### src/tdap_pkg.sv
// Shared types and constants for the templated dotted address packer.
package tdap_pkg;

    localparam int QUEUE_DEPTH = 4;

    localparam logic [7:0] CH_SPACE = 8'd32;
    localparam logic [7:0] CH_TAB   = 8'd9;
    localparam logic [7:0] CH_CR    = 8'd13;
    localparam logic [7:0] CH_DOT   = 8'd46;
    localparam logic [7:0] CH_PLUS  = 8'd43;
    localparam logic [7:0] CH_MINUS = 8'd45;
    localparam logic [7:0] CH_ZERO  = 8'd48;
    localparam logic [7:0] CH_NINE  = 8'd57;
    localparam logic [7:0] CH_NUL   = 8'd0;

    localparam logic CFG_SEG_COUNT  = 1'b0;
    localparam logic CFG_SEG_WIDTHS = 1'b1;

    localparam logic [3:0]  RST_SEG_COUNT  = 4'd4;
    localparam logic [47:0] RST_SEG_WIDTHS = 48'd2130440;

    localparam logic [32:0] VALUE_CAP = 33'h1_0000_0000;

    typedef enum logic [2:0] {
        PH_LEAD,
        PH_PRE,
        PH_SIGN,
        PH_NUM,
        PH_REST,
        PH_TAIL
    } t_phase;

    typedef enum logic [1:0] {
        LZ_NONE,
        LZ_ZERO,
        LZ_OTHER
    } t_lone;

    // One classified character as it travels from the front to the back.
    typedef struct packed {
        logic       take;
        logic       first;
        logic       last;
        logic       blank;
        logic       digit;
        logic       dot;
        logic       plus;
        logic       minus;
        logic       zero_char;
        logic [3:0] digit_val;
    } t_entry;

endpackage

### src/tdap_front.sv
// Front end: accepts character beats, applies the buffer limit and classifies them.
module tdap_front #(
    parameter int MAX_STRING_LEN = 64
) (
    input  logic            i_clk,
    input  logic            i_rst_n,
    input  logic            i_valid,
    input  logic [7:0]      i_char,
    input  logic            i_last,
    input  logic            i_q_not_full,
    output logic            o_ready,
    output logic            o_push,
    output tdap_pkg::t_entry o_entry
);

    localparam int CW = $clog2(MAX_STRING_LEN);
    localparam logic [CW-1:0] LIMIT = CW'(MAX_STRING_LEN - 1);

    logic [CW-1:0] r_char_count;
    logic [CW-1:0] n_char_count;
    logic          room;

    assign o_ready = i_q_not_full;
    assign o_push  = i_valid && i_q_not_full;
    assign room    = (r_char_count < LIMIT);

    always_comb begin
        o_entry.take      = room && (i_char != tdap_pkg::CH_NUL);
        o_entry.first     = (r_char_count == '0);
        o_entry.last      = i_last;
        o_entry.blank     = (i_char == tdap_pkg::CH_SPACE) ||
                            ((i_char >= tdap_pkg::CH_TAB) && (i_char <= tdap_pkg::CH_CR));
        o_entry.digit     = (i_char >= tdap_pkg::CH_ZERO) && (i_char <= tdap_pkg::CH_NINE);
        o_entry.dot       = (i_char == tdap_pkg::CH_DOT);
        o_entry.plus      = (i_char == tdap_pkg::CH_PLUS);
        o_entry.minus     = (i_char == tdap_pkg::CH_MINUS);
        o_entry.zero_char = (i_char == tdap_pkg::CH_ZERO);
        o_entry.digit_val = i_char[3:0];
    end

    // A zero byte ends the text, so the counter jumps to the limit.
    always_comb begin
        n_char_count = r_char_count;
        if (i_last) begin
            n_char_count = '0;
        end else if (room) begin
            n_char_count = (i_char == tdap_pkg::CH_NUL) ? LIMIT : r_char_count + 1'b1;
        end
    end

    always_ff @(posedge i_clk) begin
        if (!i_rst_n) begin
            r_char_count <= '0;
        end else if (o_push) begin
            r_char_count <= n_char_count;
        end
    end

endmodule

### src/tdap_queue.sv
// Short queue of classified characters between the front and the back.
module tdap_queue (
    input  logic             i_clk,
    input  logic             i_rst_n,
    input  logic             i_push,
    input  tdap_pkg::t_entry i_entry,
    input  logic             i_pop,
    output logic             o_not_full,
    output logic             o_not_empty,
    output tdap_pkg::t_entry o_head
);

    localparam int DEPTH = tdap_pkg::QUEUE_DEPTH;
    localparam int PW    = $clog2(DEPTH);
    localparam int CW    = $clog2(DEPTH + 1);

    tdap_pkg::t_entry r_mem [DEPTH];
    logic [PW-1:0]    r_wr_ptr;
    logic [PW-1:0]    r_rd_ptr;
    logic [CW-1:0]    r_count;

    assign o_not_full  = (r_count != CW'(DEPTH));
    assign o_not_empty = (r_count != '0);
    assign o_head      = r_mem[r_rd_ptr];

    always_ff @(posedge i_clk) begin
        if (i_push) begin
            r_mem[r_wr_ptr] <= i_entry;
        end
    end

    always_ff @(posedge i_clk) begin
        if (!i_rst_n) begin
            r_wr_ptr <= '0;
            r_rd_ptr <= '0;
            r_count  <= '0;
        end else begin
            if (i_push) begin
                r_wr_ptr <= PW'(r_wr_ptr + 1'b1);
            end
            if (i_pop) begin
                r_rd_ptr <= PW'(r_rd_ptr + 1'b1);
            end
            if (i_push && !i_pop) begin
                r_count <= r_count + 1'b1;
            end else if (!i_push && i_pop) begin
                r_count <= r_count - 1'b1;
            end
        end
    end

endmodule

### src/tdap_back.sv
// Back end: scans segments, packs them by the template and registers the result beat.
module tdap_back #(
    parameter int MAX_SEGMENTS = 8
) (
    input  logic             i_clk,
    input  logic             i_rst_n,
    input  logic [3:0]       i_seg_count,
    input  logic [47:0]      i_seg_widths,
    input  logic             i_q_valid,
    input  tdap_pkg::t_entry i_entry,
    output logic             o_pop,
    output logic             o_valid,
    input  logic             i_ready,
    output logic [31:0]      o_address,
    output logic             o_status
);

    logic [3:0]       r_left,    n_left;
    logic [32:0]      r_value,   n_value;
    logic [31:0]      r_packed,  n_packed;
    tdap_pkg::t_phase r_phase,   n_phase;
    logic             r_neg,     n_neg;
    logic             r_nonempty, n_nonempty;
    logic             r_err,     n_err;
    logic             r_bpend,   n_bpend;
    tdap_pkg::t_lone  r_lone,    n_lone;

    logic             r_out_valid, n_out_valid;
    logic [31:0]      r_out_addr,  n_out_addr;
    logic             r_out_status, n_out_status;

    logic [3:0]  live;
    logic [36:0] acc;
    logic [32:0] acc_sat;
    logic        do_close;
    logic        close_ne;
    logic        final_close;
    logic [2:0]  idx;
    logic [8:0]  start;
    logic [5:0]  width;
    logic        too_big;
    logic        step;

    assign live = (i_seg_count > 4'(MAX_SEGMENTS)) ? 4'(MAX_SEGMENTS) : i_seg_count;

    always_comb begin
        acc = ({4'b0, r_value} << 3) + ({4'b0, r_value} << 1) + {33'b0, i_entry.digit_val};
        acc_sat = (acc > {4'b0, tdap_pkg::VALUE_CAP}) ? tdap_pkg::VALUE_CAP : acc[32:0];
    end

    // Next string state.
    always_comb begin
        n_left      = i_entry.first ? live : r_left;
        n_value     = r_value;
        n_packed    = r_packed;
        n_phase     = r_phase;
        n_neg       = r_neg;
        n_nonempty  = r_nonempty;
        n_err       = r_err;
        n_bpend     = r_bpend;
        n_lone      = r_lone;
        do_close    = 1'b0;
        close_ne    = 1'b0;
        final_close = 1'b0;
        idx         = '0;
        start       = '0;
        width       = '0;
        too_big     = 1'b0;

        if (i_entry.take) begin
            if (!i_entry.blank) begin
                n_lone = ((r_lone == tdap_pkg::LZ_NONE) && i_entry.zero_char) ?
                         tdap_pkg::LZ_ZERO : tdap_pkg::LZ_OTHER;
            end
            if (!r_err) begin
                if (r_phase == tdap_pkg::PH_TAIL) begin
                    if (!i_entry.blank) begin
                        n_err = 1'b1;
                    end
                end else if (r_phase == tdap_pkg::PH_LEAD && i_entry.blank) begin
                    n_phase = r_phase;
                end else if (r_phase == tdap_pkg::PH_LEAD && n_left == '0) begin
                    n_err = 1'b1;
                end else begin
                    if (r_phase == tdap_pkg::PH_LEAD) begin
                        n_phase = tdap_pkg::PH_PRE;
                    end
                    if (i_entry.dot) begin
                        do_close = 1'b1;
                        close_ne = r_nonempty || r_bpend;
                    end else if (i_entry.blank) begin
                        n_bpend = 1'b1;
                        if (n_phase == tdap_pkg::PH_SIGN || n_phase == tdap_pkg::PH_NUM) begin
                            n_phase = tdap_pkg::PH_REST;
                        end
                    end else begin
                        n_nonempty = 1'b1;
                        case (n_phase)
                            tdap_pkg::PH_PRE: begin
                                if (i_entry.plus) begin
                                    n_phase = tdap_pkg::PH_SIGN;
                                end else if (i_entry.minus) begin
                                    n_neg   = 1'b1;
                                    n_phase = tdap_pkg::PH_SIGN;
                                end else if (i_entry.digit) begin
                                    n_value = {29'b0, i_entry.digit_val};
                                    n_phase = tdap_pkg::PH_NUM;
                                end else begin
                                    n_phase = tdap_pkg::PH_REST;
                                end
                            end
                            tdap_pkg::PH_SIGN: begin
                                if (i_entry.digit) begin
                                    n_value = {29'b0, i_entry.digit_val};
                                    n_phase = tdap_pkg::PH_NUM;
                                end else begin
                                    n_phase = tdap_pkg::PH_REST;
                                end
                            end
                            tdap_pkg::PH_NUM: begin
                                if (i_entry.digit) begin
                                    n_value = acc_sat;
                                end else begin
                                    n_phase = tdap_pkg::PH_REST;
                                end
                            end
                            default: begin
                                n_phase = n_phase;
                            end
                        endcase
                    end
                end
            end
        end

        // Closing the string shares the segment closer with the dot path,
        // since a dot beat never needs a second close.
        if (i_entry.last && n_lone != tdap_pkg::LZ_ZERO && !n_err && !do_close) begin
            if (n_phase == tdap_pkg::PH_LEAD) begin
                if (n_left != '0) begin
                    n_err = 1'b1;
                end
            end else if (n_phase != tdap_pkg::PH_TAIL) begin
                do_close    = 1'b1;
                close_ne    = n_nonempty;
                final_close = 1'b1;
            end
        end

        if (do_close) begin
            if (n_left == '0) begin
                n_err = 1'b1;
            end else begin
                idx = 3'(n_left - 4'd1);
                for (int j = 0; j < 8; j++) begin
                    if (3'(j) < idx) begin
                        start = start + {3'b0, i_seg_widths[6*j +: 6]};
                    end
                    if (3'(j) == idx) begin
                        width = i_seg_widths[6*j +: 6];
                    end
                end
                too_big = (width >= 6'd32) ? n_value[32] : ((n_value >> width) != '0);
                if (!close_ne || (n_neg && n_value != '0) || too_big) begin
                    n_err = 1'b1;
                end else if (start[8:5] == '0) begin
                    n_packed = n_packed + (n_value[31:0] << start[4:0]);
                end
                n_left     = n_left - 4'd1;
                n_value    = '0;
                n_neg      = 1'b0;
                n_nonempty = 1'b0;
                n_bpend    = 1'b0;
                if (i_entry.dot && !n_err) begin
                    n_phase = (n_left == '0) ? tdap_pkg::PH_TAIL : tdap_pkg::PH_PRE;
                end
            end
            if (final_close && n_left != '0) begin
                n_err = 1'b1;
            end
        end

        // A dot as the last byte leaves an empty segment unless the template is full.
        if (i_entry.last && i_entry.dot && do_close && n_phase == tdap_pkg::PH_PRE) begin
            n_err = 1'b1;
        end
    end

    // Handshake and result beat.
    always_comb begin
        o_pop        = i_q_valid && (!i_entry.last || !r_out_valid || i_ready);
        n_out_valid  = (o_pop && i_entry.last) || (r_out_valid && !i_ready);
        n_out_addr   = r_out_addr;
        n_out_status = r_out_status;
        if (o_pop && i_entry.last) begin
            if (n_lone == tdap_pkg::LZ_ZERO) begin
                n_out_addr   = '0;
                n_out_status = 1'b0;
            end else begin
                n_out_addr   = n_err ? 32'd0 : n_packed;
                n_out_status = n_err;
            end
        end
    end

    assign step = o_pop;

    always_ff @(posedge i_clk) begin
        if (!i_rst_n) begin
            r_left     <= live;
            r_value    <= '0;
            r_packed   <= '0;
            r_phase    <= tdap_pkg::PH_LEAD;
            r_neg      <= 1'b0;
            r_nonempty <= 1'b0;
            r_err      <= 1'b0;
            r_bpend    <= 1'b0;
            r_lone     <= tdap_pkg::LZ_NONE;
        end else if (step && i_entry.last) begin
            r_left     <= live;
            r_value    <= '0;
            r_packed   <= '0;
            r_phase    <= tdap_pkg::PH_LEAD;
            r_neg      <= 1'b0;
            r_nonempty <= 1'b0;
            r_err      <= 1'b0;
            r_bpend    <= 1'b0;
            r_lone     <= tdap_pkg::LZ_NONE;
        end else if (step) begin
            r_left     <= n_left;
            r_value    <= n_value;
            r_packed   <= n_packed;
            r_phase    <= n_phase;
            r_neg      <= n_neg;
            r_nonempty <= n_nonempty;
            r_err      <= n_err;
            r_bpend    <= n_bpend;
            r_lone     <= n_lone;
        end
    end

    always_ff @(posedge i_clk) begin
        if (!i_rst_n) begin
            r_out_valid <= 1'b0;
        end else begin
            r_out_valid <= n_out_valid;
        end
    end

    always_ff @(posedge i_clk) begin
        r_out_addr   <= n_out_addr;
        r_out_status <= n_out_status;
    end

    assign o_valid   = r_out_valid;
    assign o_address = r_out_addr;
    assign o_status  = r_out_status;

endmodule

### src/templated_dotted_address_pack_top.sv
// Top level of the templated dotted address packer: template registers and the two halves.
//
//  Channel  Dir  Handshake                     Payload
//  s_axis   in   s_axis_tvalid/s_axis_tready   tdata[7:0] char_code, tlast end_of_string
//  m_axis   out  m_axis_tvalid/m_axis_tready   tdata[31:0] address, tuser[0] status
//  cfg      in   i_cfg_we                      i_cfg_index, i_cfg_wdata[47:0]
//
// One character beat is taken every cycle while the four-entry character queue has room.
// A string's result beat is registered when its last character beat leaves the queue head,
// which waits while an earlier result beat is stalled; otherwise the back end retires one
// character per cycle while the queue holds characters.
// Reset is synchronous and restores the default template of four segments.
// A stalled result beat holds in the output register while characters keep filling the queue.
module templated_dotted_address_pack_top #(
    parameter int MAX_SEGMENTS   = 8,
    parameter int MAX_STRING_LEN = 64
) (
    input  logic        i_clk,
    input  logic        i_rst_n,
    input  logic        s_axis_tvalid,
    output logic        s_axis_tready,
    input  logic [7:0]  s_axis_tdata,   // [7:0] char_code
    input  logic        s_axis_tlast,
    output logic        m_axis_tvalid,
    input  logic        m_axis_tready,
    output logic [31:0] m_axis_tdata,   // [31:0] address
    output logic        m_axis_tuser,   // [0] status
    input  logic        i_cfg_we,
    input  logic        i_cfg_index,
    input  logic [47:0] i_cfg_wdata
);

    logic [3:0]       r_seg_count;
    logic [47:0]      r_seg_widths;
    logic             q_not_full;
    logic             q_not_empty;
    logic             push;
    logic             pop;
    tdap_pkg::t_entry front_entry;
    tdap_pkg::t_entry head_entry;

    always_ff @(posedge i_clk) begin
        if (!i_rst_n) begin
            r_seg_count  <= tdap_pkg::RST_SEG_COUNT;
            r_seg_widths <= tdap_pkg::RST_SEG_WIDTHS;
        end else if (i_cfg_we) begin
            if (i_cfg_index == tdap_pkg::CFG_SEG_COUNT) begin
                r_seg_count <= i_cfg_wdata[3:0];
            end else if (i_cfg_index == tdap_pkg::CFG_SEG_WIDTHS) begin
                r_seg_widths <= i_cfg_wdata;
            end
        end
    end

    tdap_front #(
        .MAX_STRING_LEN(MAX_STRING_LEN)
    ) u_front (
        .i_clk       (i_clk),
        .i_rst_n     (i_rst_n),
        .i_valid     (s_axis_tvalid),
        .i_char      (s_axis_tdata),
        .i_last      (s_axis_tlast),
        .i_q_not_full(q_not_full),
        .o_ready     (s_axis_tready),
        .o_push      (push),
        .o_entry     (front_entry)
    );

    tdap_queue u_queue (
        .i_clk      (i_clk),
        .i_rst_n    (i_rst_n),
        .i_push     (push),
        .i_entry    (front_entry),
        .i_pop      (pop),
        .o_not_full (q_not_full),
        .o_not_empty(q_not_empty),
        .o_head     (head_entry)
    );

    tdap_back #(
        .MAX_SEGMENTS(MAX_SEGMENTS)
    ) u_back (
        .i_clk       (i_clk),
        .i_rst_n     (i_rst_n),
        .i_seg_count (r_seg_count),
        .i_seg_widths(r_seg_widths),
        .i_q_valid   (q_not_empty),
        .i_entry     (head_entry),
        .o_pop       (pop),
        .o_valid     (m_axis_tvalid),
        .i_ready     (m_axis_tready),
        .o_address   (m_axis_tdata),
        .o_status    (m_axis_tuser)
    );

endmodule
### config.mk
export PLATFORM = sky130hd
export DESIGN_NAME = templated_dotted_address_pack_top
export DESIGN_NICKNAME = d
export VERILOG_FILES = /design/src/tdap_pkg.sv /design/src/tdap_front.sv /design/src/tdap_queue.sv /design/src/tdap_back.sv /design/src/templated_dotted_address_pack_top.sv
export SDC_FILE = /design/constraint.sdc
export NUM_CORES = 1
export LEC_CHECK = 0
export BUFFER_PORTS_ARGS = -buffer_cell sky130_fd_sc_hd__buf_4
export CORE_ASPECT_RATIO = 1.5
export CORE_MARGIN = 2
export CORE_UTILIZATION = 30
export DETAILED_ROUTE_END_ITERATION = 8
export GPL_TIMING_DRIVEN = 1
export RECOVER_POWER = 100
export SLEW_MARGIN = 5
export SYNTH_ARGS = -nofsm -noshare
export SYNTH_HDL_FRONTEND = slang
export SYNTH_SLANG_ARGS = --single-unit
### constraint.sdc
create_clock -name i_clk -period 14.9 [get_ports i_clk]
set_clock_uncertainty 0.05 [all_clocks]
set_input_delay 2.98 -clock i_clk [delete_from_list [all_inputs] [get_ports i_clk]]
set_output_delay 2.98 -clock i_clk [all_outputs]
set_load 0.005 [all_outputs]
Word level (Yosys, flattened, before mapping)

Memory sizes are Yosys's and may differ from the RTL's. A register that Yosys moved wholly into a read port is not among the register bits.
Index checks and enable logic that the tools add are counted.

Register bits: 177
RAM bits: 52
Bits of input ports: 63
Output and inout bits: 35
Logic and storage cells: 301
Memories: 1

Add/sub/neg operators: 16
$lt $le $gt $ge: 16
Equal/unequal tests: 22
Shift-type cells: 2
Mux-type cells: 164
Bitwise gates (word level): 2
Reductions and logical operators: 60

Memory list:

| memory        | depth | bits a word | read ports | clocked after Yosys merged registers in | wr ports | line             | text |
|---|---|---|---|---|---|---|---|
| u_queue.r_mem | 4     | 13          | 1          | 1                                       | 1        | tdap_queue.sv:17 | `tdap_pkg::t_entry r_mem [DEPTH];` |

Operators by type and width:

| operator                                                        | number |
|---|---|
| 2-to-1 mux 33 bit                                               | 14 |
| 2-to-1 mux 9 bit                                                | 23 |
| 2-to-1 mux 32 bit                                               | 4 |
| one-hot mux 33 bit (3 select lines)                             | 1 |
| 2-to-1 mux 6 bit                                                | 14 |
| 2-to-1 mux 3 bit                                                | 24 |
| 2-to-1 mux 1 bit                                                | 70 |
| nonzero test 33 bit                                             | 2 |
| adder 9 x 6 -> 9 bit                                            | 7 |
| == test 8 x 6 -> 1 bit, second input constant                   | 5 |
| adder 36 x 34 -> 37 bit                                         | 1 |
| adder 37 x 4 -> 37 bit                                          | 1 |
| greater-than comparator 37 x 33 -> 1 bit, second input constant | 1 |
| >> shifter 33 x 6 -> 33 bit                                     | 1 |
| adder 32 bit                                                    | 1 |
| 2-to-1 mux 4 bit                                                | 8 |
| left shift 32 x 5 -> 32 bit                                     | 1 |
| logical AND 1 bit                                               | 21 |
| == test 3 bit, first input constant                             | 4 |
| zero test 4 bit                                                 | 3 |
| less-than comparator 3 bit, first input constant                | 4 |
| 2-to-1 mux 2 bit                                                | 5 |
| zero test 1 bit                                                 | 9 |
| zero test 3 bit                                                 | 3 |
| 35 further kinds                                                | 55 |

Longest topological paths before layout

Depth after elaboration: 59
Depth in mapped cells: 65

Modules after synthesis

Synthesis repeated with hierarchy kept, for this count alone.

Cells, all modules: 2624
Area total of the unflattened synthesis: 21056.4 sq um

By module, submodules not included:

| module                            | instances | cells each | area an instance (sq um) | seq. area each (sq um) |
|---|---|---|---|---|
| tdap_back                         | 1         | 2204       | 16090.4                  | 2612.5 |
| tdap_queue                        | 1         | 111        | 2328.5                   | 1741.7 |
| templated_dotted_address_pack_top | 1         | 235        | 2039.5                   | 1041.0 |
| tdap_front                        | 1         | 74         | 598.1                    | 120.1 |

Worst setup path before layout

OpenSTA, ideal clock, no wires.

Path kind: reg-to-reg
From: register (tool-made name)
To: register u_back.r_out_addr[30], in the netlist u_back.o_address[30], data pin
Arrival time: 11.923 ns
Required time: 14.593 ns
Setup slack: 2.670 ns
Cell stages (with the launch flop): 56
Path buffers: 5
Clock period less this slack: 12.230 ns
Path through: dfxtp_1 > buf_4 > mux4_2 > mux2i_2 > clkbuf_1 > ha_1 > nand2b_1 > a21oi_1 > or3_1 > buf_2 > nor2_1 > nand2_1 > and2_1 > ha_1 > fa_1 > o41ai_1 > o21ai_0 > inv_1 > [20 not listed] > nor2b_1 > o21ai_0 > a21boi_0 > o21ai_0 > a21o_1 > a21boi_0 > o31a_1 > o2111ai_1 > a31oi_1 > a41oi_1 > a211oi_1 > a41o_1 > o41a_1 > a21o_1 > a21oi_1 > xnor2_1 > mux2i_1 > nor2_1

RTL lines:

| what                 | line             | text |
|---|---|---|
| to (signal assigned) | tdap_back.sv:251 | `r_out_addr <= n_out_addr;` |
| to (decl)            | tdap_back.sv:29  | `logic [31:0] r_out_addr, n_out_addr;` |

==> impl_metrics.toml <==
[die]
core_sq_mm = 0.0669
pin_count = 98
rows = 116
fp.dieH_um = 323
initial_core_util = 0.304
die_area_sq_mm = 0.0699
die_x_um = 217

[logic_synthesis]
yosysSeqAreaShare = 0.271
synth_edf_count = 89
synthArstFlopShare = 0
synth_cell_types = 110
syn_area_sq_mm = 0.0203
synth-main-ff-cell = "dfxtp_1"
postSynthAreaPerCell_sq_um = 8.05
ys_warn_count = 0
syn_nets = 2742
ys_seq_elements = 231
netlist_instances = 2526

[timing]
slew_viol_final = 207
finalCritPeriodShare = 0.926
hold_viol_final = 0
finalSetupTns_ns = 0
rsz0062_at_grt = "false"
setup-violations-final = 0
max_freq_mhz = 72.4
max_slew.worst_pin.slew_ns = 2.73
min_period_ns = 13.80
max-slew-margin-rel = -0.819

[finish]
nets = 2769
area_growth_pct = 11.3
diodes = 0
final_common_cell = "nand2_1"
drive_gt1_frac = 0.0930
final_cell_mix = "nand2_1, nor2_1, a21oi_1"

[clock_network]
cts_max_level = 1
clk_path_buf_depth = 3
cts_setup_buffers = 0
clock_latency_ns = 0.56
cts_sinks = 231
hold_buffers = 0
cts_made_buffers = 24
cts_resized = 0
cts_tree = "yes"
cts_root_buf = "clkbuf_16"
clk_pin_slew_ns = 0.07

[worst_hold_path]
min_path_type = "flip-flop to flip-flop"
hold_depth = 2
hold_path_end = "r_seg_widths[47]"
hold_start = "r_seg_widths[47]"

[grt]
grt_pass1_wl_um = 101000
antenna_found_initial = 0
grt_busiest_layer = "met2"
grt_overflow = 0
grt_max_degree = 73
met1_usage = 0.199
grt_pass1_vias = 18700
track_usage = 0.180
grtUsageMet2 = 0.334
grt_use_met3 = 0.0164

[routing]
num_vias = 19000
wire_per_inst_um = 18.7
dr.pass1.iters = 6
drtIter0Drc = 1238
ant_nets = 0
wirelength_um = 64500
drc = 0
vias_per_cell = 5.49

[setup_path]
end_kind = "flip-flop"
timing.rr.end = "u_back.o_address[30]"
ff2ff_setup_slack_ns = 1.10
critical_path_class = "flip-flop to flip-flop"
cp_common_cell = "ha_1"
startpoint_type = "flip-flop"
required_ns = 15.15
arrival_ns = 14.05
crit_path_max_fanout = 21
r2r_cells = 60
cp_slowest_cell = "mux4_2"
critPathMaxStageDelay_ns = 0.69

[status]
failed_checks = "capacitance limit, slew limit"
status = "finished with violations"

[place]
place_congestion = 0.943
io_buffers = 97
dp_hpwl_um = 49400

[run]
max_cap_viol_count = 5
worst max-delay path: cells and delay by family, from the launching register on:
family / cells / cell delay [ns]
and+or+nand+nor: 13 / 2.19
AOI/OAI and AO/OA: 22 / 4.66
DFF: 1 / 0.31
xor gates and xnor gates: 4 / 0.48
muxes: 6 / 2.15
adders and majority gates: 10 / 3.12
buffers and inverters: 5 / 0.55
per-layer routing:
metal	share of wire	wire length, um	up-vias
li1	-	-	9337
met1	0.39	25400	8919
met2	0.50	32500	525
met3	0.039	2500	204
met4	0.064	4100	0
met5	0	0	-
flip-flops by register name (all words and copies together) (netlist names), 2 cells and up, named ones only:
register and cells:
u_front.r_char_count 6, u_back.o_address 32, u_back.r_packed 32, u_back.r_value 33
u_queue.r_mem 52, u_queue.r_count 3, u_queue.r_wr_ptr 2, u_back.r_left 4
u_queue.r_rd_ptr 2, r_seg_widths 48, r_seg_count 4, u_back.r_phase 3
u_back.r_lone 2
stage by stage:
step	utilization	cell area (sq um)	cells	hold WS [ns]	worst slack (ns)
2_1_floorplan	-	20300	2526	0.393	2.67
3_3_place_gp	0.327	21900	3412	0.405	1.49
3_5_place_dp	0.327	21900	3412	0.414	1.30
4_1_cts	0.340	22700	3456	0.427	1.24
5_1_grt	0.338	22600	3456	0.458	0.118
6_report	0.338	22600	3456	0.429	1.10
cell families (layout without fill, tap and decap cells):
kind of cell	Yosys count	after routing	synth area share
simple gates	927	927	0.209
compound gates	747	747	0.252
flops	231	231	0.271
buf+inv	228	273	0.0459
mux	154	154	0.0872
fa+ha+maj	153	153	0.0979
xor+xnor	86	86	0.0371
Yosys cell counts, types with 28 or more instances:
cell type / instances / area share
a211oi_1: 35 / 0.013
a21boi_0: 50 / 0.018
a21o_1: 43 / 0.016
a21oi_1: 188 / 0.046
a31oi_1: 28 / 0.0086
and2_1: 39 / 0.012
and3_1: 28 / 0.0086
clkbuf_1: 86 / 0.016
dfxtp_1: 142 / 0.14
edfxtp_1: 89 / 0.13
ha_1: 143 / 0.088
inv_1: 90 / 0.017
mux2i_1: 108 / 0.053
nand2_1: 381 / 0.070
nand3_1: 69 / 0.017
nand4_1: 28 / 0.0086
nor2_1: 222 / 0.041
nor2b_1: 29 / 0.0089
nor3_1: 47 / 0.012
o211ai_1: 42 / 0.016
o21ai_0: 106 / 0.026
xnor2_1: 54 / 0.023
xor2_1: 32 / 0.014
layout make-up:
type | instances | area [sq um]
fillers | 7086 | 44300
multi-input cells | 2067 | 13900
flip-flops and latches | 231 | 5520
well taps | 885 | 1110
repair buffers | 134 | 917
clock buffers | 29 | 662
inverters | 95 | 357
clock inverters | 15 | 180
worst max-delay path by stage:
| stage | startpoint | endpoint | slack (ns) | cells past startpoint |
|---|---|---|---|---|
| 2_1_floorplan | flip-flop | u_back.o_address[30] | 2.67 | 55 |
| 3_3_place_gp | flip-flop | u_back.o_address[30] | 1.49 | 61 |
| 3_5_place_dp | flip-flop | u_back.o_address[30] | 1.30 | 61 |
| 4_1_cts | flip-flop | u_back.o_address[30] | 1.24 | 61 |
| 5_1_grt | flip-flop | u_back.o_address[30] | 0.12 | 61 |
| 6_report | flip-flop | u_back.o_address[30] | 1.10 | 60 |
Power is not shown: default switching activity piles up to over one toggle a cycle in this logic, so the estimate is an artifact.
